<file path="src/sv/sca_pkg.sv">
// ============================================================================
// sca_pkg
// Shared types, widths and command codes for the spring chain acceleration
// block.
// ============================================================================
package sca_pkg;

    // Chain length and counter width.
    localparam int MAX_PARTICLES = 1024;
    localparam int CNT_W         = $clog2(MAX_PARTICLES);
    localparam int IDX_W         = 10;

    // Field widths.
    localparam int POS_W  = 32;
    localparam int MASS_W = 24;
    localparam int SPR_W  = 31;

    // Datapath widths.
    localparam int DIF_W  = 33;
    localparam int SUM_W  = 66;
    localparam int ROOT_W = 33;
    localparam int SREM_W = 36;
    localparam int DREM_W = 33;
    localparam int QUO_W  = 32;
    localparam int PROD_W = 66;
    localparam int FRC_W  = 51;
    localparam int RACC_W = 60;

    // Iteration counts of the shared root and divide units.
    localparam int SQRT_STEPS = SUM_W / 2;
    localparam int DIV_STEPS  = QUO_W;
    localparam int ITER_W     = 6;

    // One particle request.
    typedef struct packed {
        logic signed [POS_W-1:0]  pos_x;
        logic signed [POS_W-1:0]  pos_y;
        logic signed [POS_W-1:0]  pos_z;
        logic signed [POS_W-1:0]  vel_x;
        logic signed [POS_W-1:0]  vel_y;
        logic signed [POS_W-1:0]  vel_z;
        logic [MASS_W-1:0]        inv_mass;
        logic [SPR_W-1:0]         spring_rest_length;
        logic [SPR_W-1:0]         spring_stiffness;
        logic [SPR_W-1:0]         spring_damping;
        logic                     spring_active;
        logic                     last_particle;
    } sca_in_t;

    // One acceleration result.
    typedef struct packed {
        logic signed [POS_W-1:0] accel_x;
        logic signed [POS_W-1:0] accel_y;
        logic signed [POS_W-1:0] accel_z;
        logic [IDX_W-1:0]        particle_index;
        logic                    zero_length_flag;
        logic                    end_of_chain;
    } sca_out_t;

    // Datapath operations.
    typedef enum logic [4:0] {
        OP_NONE,
        OP_CLEAR_F,
        OP_DIFF,
        OP_SQ_MUL,
        OP_SQ_ACC,
        OP_SET_FLAG,
        OP_SQRT_INIT,
        OP_SQRT_STEP,
        OP_U_MUL,
        OP_DIV_INIT,
        OP_DIV_STEP,
        OP_EMAG,
        OP_K_MUL,
        OP_K_ACC,
        OP_C_MUL,
        OP_C_ACC,
        OP_SC_HI,
        OP_SC_LO,
        OP_SC_FIN,
        OP_EMIT,
        OP_SHIFT
    } dp_op_t;

    // Which spring is worked on: subject particle and neighbour.
    typedef enum logic [1:0] {
        PAIR_OLDER,   // middle pulled by older, older spring
        PAIR_NEXT,    // middle pulled by incoming, middle spring
        PAIR_BACK     // incoming pulled by middle, middle spring
    } pair_t;

    // Which result is being produced.
    typedef enum logic [1:0] {
        PH_MID,
        PH_LAST,
        PH_SOLO
    } phase_t;

    // Controller states.
    typedef enum logic [4:0] {
        S_IDLE,
        S_DECIDE,
        S_SHIFT,
        S_DIFF,
        S_SQ_MUL,
        S_SQ_ACC,
        S_ZCHK,
        S_FLAG,
        S_SQRT,
        S_U_MUL,
        S_DIV_INIT,
        S_DIV,
        S_EMAG,
        S_K_MUL,
        S_K_ACC,
        S_C_MUL,
        S_C_ACC,
        S_SPRING_DONE,
        S_SC_HI,
        S_SC_LO,
        S_SC_FIN,
        S_EMIT,
        S_CLEAR2
    } ctrl_state_t;

    // Command from controller to datapath.
    typedef struct packed {
        dp_op_t      op;
        logic [1:0]  comp;
        pair_t       pair;
        logic        mass_new;
        logic        end_mark;
        logic        take;
    } sca_cmd_t;

    // Status from datapath to controller.
    typedef struct packed {
        logic        in_valid;
        logic [1:0]  fill;
        logic        last;
        logic        mid_on;
        logic        older_on;
        logic        sum_zero;
        logic        out_busy;
    } sca_stat_t;

endpackage

</file>
<file path="src/sv/sca_ctrl.sv">
// ============================================================================
// sca_ctrl
// Sequencer that walks the datapath through the springs of one particle
// window and hands results to the output register.
// ============================================================================
module sca_ctrl (
    input  logic                clk,
    input  logic                rst_n,
    input  sca_pkg::sca_stat_t  stat,
    output sca_pkg::sca_cmd_t   cmd
);

    sca_pkg::ctrl_state_t         state_reg, state_next;
    sca_pkg::phase_t              phase_reg, phase_next;
    sca_pkg::pair_t               pair_reg, pair_next;
    logic [1:0]                   comp_reg, comp_next;
    logic [sca_pkg::ITER_W-1:0]   iter_reg, iter_next;

    // Sequencer registers.
    always_ff @(posedge clk or negedge rst_n)
    begin
        if (!rst_n)
        begin
            state_reg <= sca_pkg::S_IDLE;
            phase_reg <= sca_pkg::PH_MID;
            pair_reg  <= sca_pkg::PAIR_OLDER;
            comp_reg  <= '0;
            iter_reg  <= '0;
        end
        else
        begin
            state_reg <= state_next;
            phase_reg <= phase_next;
            pair_reg  <= pair_next;
            comp_reg  <= comp_next;
            iter_reg  <= iter_next;
        end
    end

    // Next state.
    always_comb
    begin
        state_next = state_reg;
        phase_next = phase_reg;
        pair_next  = pair_reg;
        comp_next  = comp_reg;
        iter_next  = iter_reg;
        case (state_reg)
            sca_pkg::S_IDLE:
            begin
                if (stat.in_valid)
                begin
                    state_next = sca_pkg::S_DECIDE;
                end
            end
            sca_pkg::S_DECIDE:
            begin
                if (stat.fill == 2'd0)
                begin
                    if (stat.last)
                    begin
                        phase_next = sca_pkg::PH_SOLO;
                        comp_next  = '0;
                        state_next = sca_pkg::S_SC_HI;
                    end
                    else
                    begin
                        state_next = sca_pkg::S_SHIFT;
                    end
                end
                else
                begin
                    phase_next = sca_pkg::PH_MID;
                    if (stat.fill == 2'd2 && stat.older_on)
                    begin
                        pair_next  = sca_pkg::PAIR_OLDER;
                        state_next = sca_pkg::S_DIFF;
                    end
                    else if (stat.mid_on)
                    begin
                        pair_next  = sca_pkg::PAIR_NEXT;
                        state_next = sca_pkg::S_DIFF;
                    end
                    else
                    begin
                        comp_next  = '0;
                        state_next = sca_pkg::S_SC_HI;
                    end
                end
            end
            sca_pkg::S_SHIFT:
            begin
                state_next = sca_pkg::S_IDLE;
            end
            sca_pkg::S_DIFF:
            begin
                comp_next  = '0;
                state_next = sca_pkg::S_SQ_MUL;
            end
            sca_pkg::S_SQ_MUL:
            begin
                state_next = sca_pkg::S_SQ_ACC;
            end
            sca_pkg::S_SQ_ACC:
            begin
                if (comp_reg == 2'd2)
                begin
                    state_next = sca_pkg::S_ZCHK;
                end
                else
                begin
                    comp_next  = comp_reg + 2'd1;
                    state_next = sca_pkg::S_SQ_MUL;
                end
            end
            sca_pkg::S_ZCHK:
            begin
                if (stat.sum_zero)
                begin
                    state_next = sca_pkg::S_FLAG;
                end
                else
                begin
                    iter_next  = '0;
                    state_next = sca_pkg::S_SQRT;
                end
            end
            sca_pkg::S_FLAG:
            begin
                state_next = sca_pkg::S_SPRING_DONE;
            end
            sca_pkg::S_SQRT:
            begin
                if (iter_reg == sca_pkg::ITER_W'(sca_pkg::SQRT_STEPS - 1))
                begin
                    comp_next  = '0;
                    state_next = sca_pkg::S_U_MUL;
                end
                else
                begin
                    iter_next = iter_reg + 1'b1;
                end
            end
            sca_pkg::S_U_MUL:
            begin
                state_next = sca_pkg::S_DIV_INIT;
            end
            sca_pkg::S_DIV_INIT:
            begin
                iter_next  = '0;
                state_next = sca_pkg::S_DIV;
            end
            sca_pkg::S_DIV:
            begin
                if (iter_reg == sca_pkg::ITER_W'(sca_pkg::DIV_STEPS - 1))
                begin
                    state_next = sca_pkg::S_EMAG;
                end
                else
                begin
                    iter_next = iter_reg + 1'b1;
                end
            end
            sca_pkg::S_EMAG:
            begin
                state_next = sca_pkg::S_K_MUL;
            end
            sca_pkg::S_K_MUL:
            begin
                state_next = sca_pkg::S_K_ACC;
            end
            sca_pkg::S_K_ACC:
            begin
                state_next = sca_pkg::S_C_MUL;
            end
            sca_pkg::S_C_MUL:
            begin
                state_next = sca_pkg::S_C_ACC;
            end
            sca_pkg::S_C_ACC:
            begin
                if (comp_reg == 2'd2)
                begin
                    state_next = sca_pkg::S_SPRING_DONE;
                end
                else
                begin
                    comp_next  = comp_reg + 2'd1;
                    state_next = sca_pkg::S_U_MUL;
                end
            end
            sca_pkg::S_SPRING_DONE:
            begin
                if (pair_reg == sca_pkg::PAIR_OLDER && stat.mid_on)
                begin
                    pair_next  = sca_pkg::PAIR_NEXT;
                    state_next = sca_pkg::S_DIFF;
                end
                else
                begin
                    comp_next  = '0;
                    state_next = sca_pkg::S_SC_HI;
                end
            end
            sca_pkg::S_SC_HI:
            begin
                state_next = sca_pkg::S_SC_LO;
            end
            sca_pkg::S_SC_LO:
            begin
                state_next = sca_pkg::S_SC_FIN;
            end
            sca_pkg::S_SC_FIN:
            begin
                if (comp_reg == 2'd2)
                begin
                    state_next = sca_pkg::S_EMIT;
                end
                else
                begin
                    comp_next  = comp_reg + 2'd1;
                    state_next = sca_pkg::S_SC_HI;
                end
            end
            sca_pkg::S_EMIT:
            begin
                if (!stat.out_busy)
                begin
                    if (phase_reg == sca_pkg::PH_MID && stat.last)
                    begin
                        phase_next = sca_pkg::PH_LAST;
                        state_next = sca_pkg::S_CLEAR2;
                    end
                    else if (phase_reg == sca_pkg::PH_MID)
                    begin
                        state_next = sca_pkg::S_SHIFT;
                    end
                    else
                    begin
                        state_next = sca_pkg::S_IDLE;
                    end
                end
            end
            sca_pkg::S_CLEAR2:
            begin
                if (stat.mid_on)
                begin
                    pair_next  = sca_pkg::PAIR_BACK;
                    state_next = sca_pkg::S_DIFF;
                end
                else
                begin
                    comp_next  = '0;
                    state_next = sca_pkg::S_SC_HI;
                end
            end
            default:
            begin
                state_next = sca_pkg::S_IDLE;
            end
        endcase
    end

    // Command outputs.
    always_comb
    begin
        cmd.op       = sca_pkg::OP_NONE;
        cmd.comp     = comp_reg;
        cmd.pair     = pair_reg;
        cmd.mass_new = (phase_reg != sca_pkg::PH_MID);
        cmd.end_mark = (phase_reg != sca_pkg::PH_MID);
        cmd.take     = 1'b0;
        case (state_reg)
            sca_pkg::S_IDLE:        cmd.take = 1'b1;
            sca_pkg::S_DECIDE:      cmd.op = sca_pkg::OP_CLEAR_F;
            sca_pkg::S_SHIFT:       cmd.op = sca_pkg::OP_SHIFT;
            sca_pkg::S_DIFF:        cmd.op = sca_pkg::OP_DIFF;
            sca_pkg::S_SQ_MUL:      cmd.op = sca_pkg::OP_SQ_MUL;
            sca_pkg::S_SQ_ACC:      cmd.op = sca_pkg::OP_SQ_ACC;
            sca_pkg::S_ZCHK:        cmd.op = sca_pkg::OP_SQRT_INIT;
            sca_pkg::S_FLAG:        cmd.op = sca_pkg::OP_SET_FLAG;
            sca_pkg::S_SQRT:        cmd.op = sca_pkg::OP_SQRT_STEP;
            sca_pkg::S_U_MUL:       cmd.op = sca_pkg::OP_U_MUL;
            sca_pkg::S_DIV_INIT:    cmd.op = sca_pkg::OP_DIV_INIT;
            sca_pkg::S_DIV:         cmd.op = sca_pkg::OP_DIV_STEP;
            sca_pkg::S_EMAG:        cmd.op = sca_pkg::OP_EMAG;
            sca_pkg::S_K_MUL:       cmd.op = sca_pkg::OP_K_MUL;
            sca_pkg::S_K_ACC:       cmd.op = sca_pkg::OP_K_ACC;
            sca_pkg::S_C_MUL:       cmd.op = sca_pkg::OP_C_MUL;
            sca_pkg::S_C_ACC:       cmd.op = sca_pkg::OP_C_ACC;
            sca_pkg::S_SC_HI:       cmd.op = sca_pkg::OP_SC_HI;
            sca_pkg::S_SC_LO:       cmd.op = sca_pkg::OP_SC_LO;
            sca_pkg::S_SC_FIN:      cmd.op = sca_pkg::OP_SC_FIN;
            sca_pkg::S_CLEAR2:      cmd.op = sca_pkg::OP_CLEAR_F;
            sca_pkg::S_EMIT:
            begin
                if (!stat.out_busy)
                begin
                    cmd.op = sca_pkg::OP_EMIT;
                end
            end
            default:                cmd.op = sca_pkg::OP_NONE;
        endcase
    end

endmodule

</file>
<file path="config.mk">
export PLATFORM = sky130hd
export DESIGN_NAME = sca_ctrl
export DESIGN_NICKNAME = d
export VERILOG_FILES = /design/src/sv/sca_pkg.sv /design/src/sv/sca_ctrl.sv
export SDC_FILE = /design/constraint.sdc
export NUM_CORES = 1
export LEC_CHECK = 0
export ABC_AREA = 1
export BUFFER_PORTS_ARGS = -buffer_cell sky130_fd_sc_hd__buf_4
export CAP_MARGIN = 30
export CORE_ASPECT_RATIO = 0.5
export CORE_MARGIN = 1.5
export CORE_UTILIZATION = 50
export CTS_BUF_LIST = sky130_fd_sc_hd__clkbuf_16
export DETAILED_ROUTE_END_ITERATION = 10
export MAX_ROUTING_LAYER = met4
export PLACE_DENSITY = 0.82
export SYNTH_ARGS = -nofsm -noshare
export SYNTH_HDL_FRONTEND = slang
export SYNTH_SLANG_ARGS = --single-unit
</file>
<file path="constraint.sdc">
create_clock -name clk -period 4.3 [get_ports clk]
set_clock_uncertainty 0.1 [all_clocks]
set_input_delay 1.075 -clock clk [delete_from_list [all_inputs] [get_ports clk]]
set_output_delay 1.075 -clock clk [all_outputs]
set_load 0.005 [all_outputs]
</file>
==> metrics <==
Worst-Skew Late Latency=0.25 ns; Reg2Reg Launch Point=state_reg[4]; RSZ-0062 raised after global routing=no; max reg flops=6; hold path cells=2; CP endpoint kind=output pin; Max IR drop VDD=0.274 mV; Max Cap Viol=0; slowest stage delay, CP=0.57 ns; Lkg Pwr=1.01 nW; Final Slew Violations=0; nets=301; clock tree buffer depth=2; Post-synth EDFFs=0; Routed Antenna Nets=0; global-route wire length before repair=7220 um; most frequently used flop master after synthesis=dfrtp_1; Final TNS setup=0 ns; fill count=287; proportion of layout cells with a drive suffix above 1=17.1%; Resized cells post-CTS=0; cell area after synthesis=1580 um^2; Slowest-stage cell, CP=dfrtp_1; Via Count=1812; first-pass iteration count of the detailed router=5; Top Ports=22; Final Wtd Congestion=0.985; post-DR vias/cell=5.54; GR Overflow Total=0; initial antenna violation count=0; Reg clk slew, reported paths=0.05 ns; global-route usage over all layers=28.2%; post-synthesis cell type count=25; DIE AREA=3520 um^2; H-tree Lvls=1; r2r setup slk=2.41 ns; crit share post-route=73.1%; CTS sink count=17; count of final setup violators=0; Total Wirelength=4330 um; Synth warnings=0; reg-to-reg endpoint=state_reg[1]; root buffer cell=clkbuf_16; outcome=finished, final reports clean; CP most frequent cell=nor2_1; HP Start=phase_reg[1]; # DRC=0; worst r2r path cells=7; num rows=14; CP Data Required Time=3.12 ns; Syn Nets=277; Syn Area/Cell=5.97 um^2; PortBufs=21; Die H=42.7 um; worst hold path class=reg2reg; hpwl dp=3510 um; gate count of the mapped netlist=264; Synth async-reset ratio=100%; core area=3000 um^2; Worst Tran Pin Value=0.384 ns; # hold bufs at CTS=0; routed len/inst=13.2 um; Seq cells post-synth=17; hold path endpoint=phase_reg[1]; die width=82.4 um; Critical Path Fanout Max=9; pwr/cell area=580 nW/um^2; CP startpoint kind=flip-flop; # Post-CTS Setup Buffers=0; Starting Density=52.6%; top cells by area, synth=dfrtp_1 27%, nand2_1 19%, nor2_1 11%, nand3_1 7.0%, inv_1 6.4%; diode count=0; maximum clock frequency=318 MHz; post-synth top area cell=dfrtp_1; largest net degree at the start of global routing=18; DR iter-0 viols=252; Synth top area share=27.0%; Setup CP Type=reg2out; Inst Count DP=323; Layout area overhead=17.3%; CTS tree=yes; CTS Buf Count=3; relative slew slack=74.4%; Final Hold Fails=0; vias in the first global route=1587; crit path cell chain=nand3_1 > nor2_1 > inv_1 > nor2_1 > nor2_1 > nand4_1 > buf_4; critical path data arrival time=1.97 ns; sequential fraction of the synthesis area=27.0%; Final Non-Filler Cells=327; minimum clock period=3.14 ns
-- power breakdown --
part / internal (W) / total (W) / switching, W
Sequential: 0.000216 / 0.000278 / 0.0000624
Combinational: 0.000233 / 0.000607 / 0.000374
Clock: 0.000125 / 0.000188 / 0.0000631
Total: 0.000573 / 0.00107 / 0.000499
-- worst max-delay path by stage --
stage	end	startpoint	slack (ns)	cells past startpoint
6_report	cmd[7]	state_reg[4]	1.16	7
2_1_floorplan	cmd[8]	stat[0]	1.77	3
3_5_place_dp	cmd[8]	stat[0]	1.41	5
4_1_cts	cmd[8]	state_reg[4]	1.27	7
3_3_place_gp	cmd[8]	stat[0]	1.42	5
5_1_grt	cmd[7]	state_reg[4]	1.10	7
-- routing by layer --
metal | up-vias | share of wire [%] | GRT usage [%]
met5 | - | 0 | -
met4 | 0 | 1.3 | 6.10
met3 | 8 | 11 | 4.95
met2 | 103 | 42 | 40.3
met1 | 807 | 46 | 41.6
li1 | 894 | - | -
-- cells by family (layout without fill, tap and decap cells) --
family | count (synthesis) | after routing | share of synthesized area [%]
fa+ha+maj | 3 | 3 | 2.38
compound gates | 27 | 27 | 9.21
flops | 17 | 17 | 27.0
simple gates | 179 | 179 | 51.2
xor+xnor | 2 | 2 | 1.11
buf+inv | 36 | 59 | 9.06
-- worst max-delay path: cells and delay by family (launching register included) --
family	cells	cell delay, ns
AND/OR/NAND/NOR	5	0.94
flip-flops	1	0.57
buffers and inverters	2	0.19
-- synthesized netlist by cell type, types with 2 or more instances --
cell / n
nand2_1: 80
nor2_1: 47
inv_1: 27
nand3_1: 22
dfrtp_1: 17
a21oi_1: 8
nor3_1: 8
o21ai_0: 8
inv_2: 7
o21ai_1: 7
nor2_4: 5
nand3_2: 4
nand4_1: 4
nor2_2: 4
ha_1: 3
nand2_2: 3
buf_4: 2
-- layout by cell type, fill, tap and decap left out, types with 3 or more instances in the layout --
master     instances
dfrtp_1           17
ha_1               3
nand2_2            3
clkbuf_16          3
o21ai_1            7
inv_2              7
nor2_2             4
inv_1             27
nor2_4             5
nor2_1            47
nand3_1           22
nand4_1            4
nand2_1           80
nand3_2            4
buf_4             21
a21oi_1            8
nor3_1             8
o21ai_0            8
-- cell type report --
type	count	area [um^2]	share of cell area, %
Clock inverter	1	5.00	0.271
Sequential cell	17	425	23.0
Multi-Input combinational cell	211	1010	54.5
Timing Repair Buffer	21	158	8.53
Clock buffer	3	75.1	4.06
Inverter	34	128	6.91
Tap cell	40	50.0	2.71
-- per-stage QoR --
stage / instance area, um^2 / setup slack (ns) / hold WS, ns / total power (W) / utilization [%]
floorplan: 1580 / 1.77 / 0.342 / 0.000680 / -
global placement: 1770 / 1.42 / 0.357 / 0.000861 / 59.0
detailed placement: 1770 / 1.41 / 0.369 / 0.000874 / 59.0
CTS: 1850 / 1.27 / 0.380 / 0.00106 / 61.7
global route: 1850 / 1.10 / 0.405 / 0.00116 / 61.7
finish: 1850 / 1.16 / 0.372 / 0.00107 / 61.7
(Power assumes the default switching activity.)
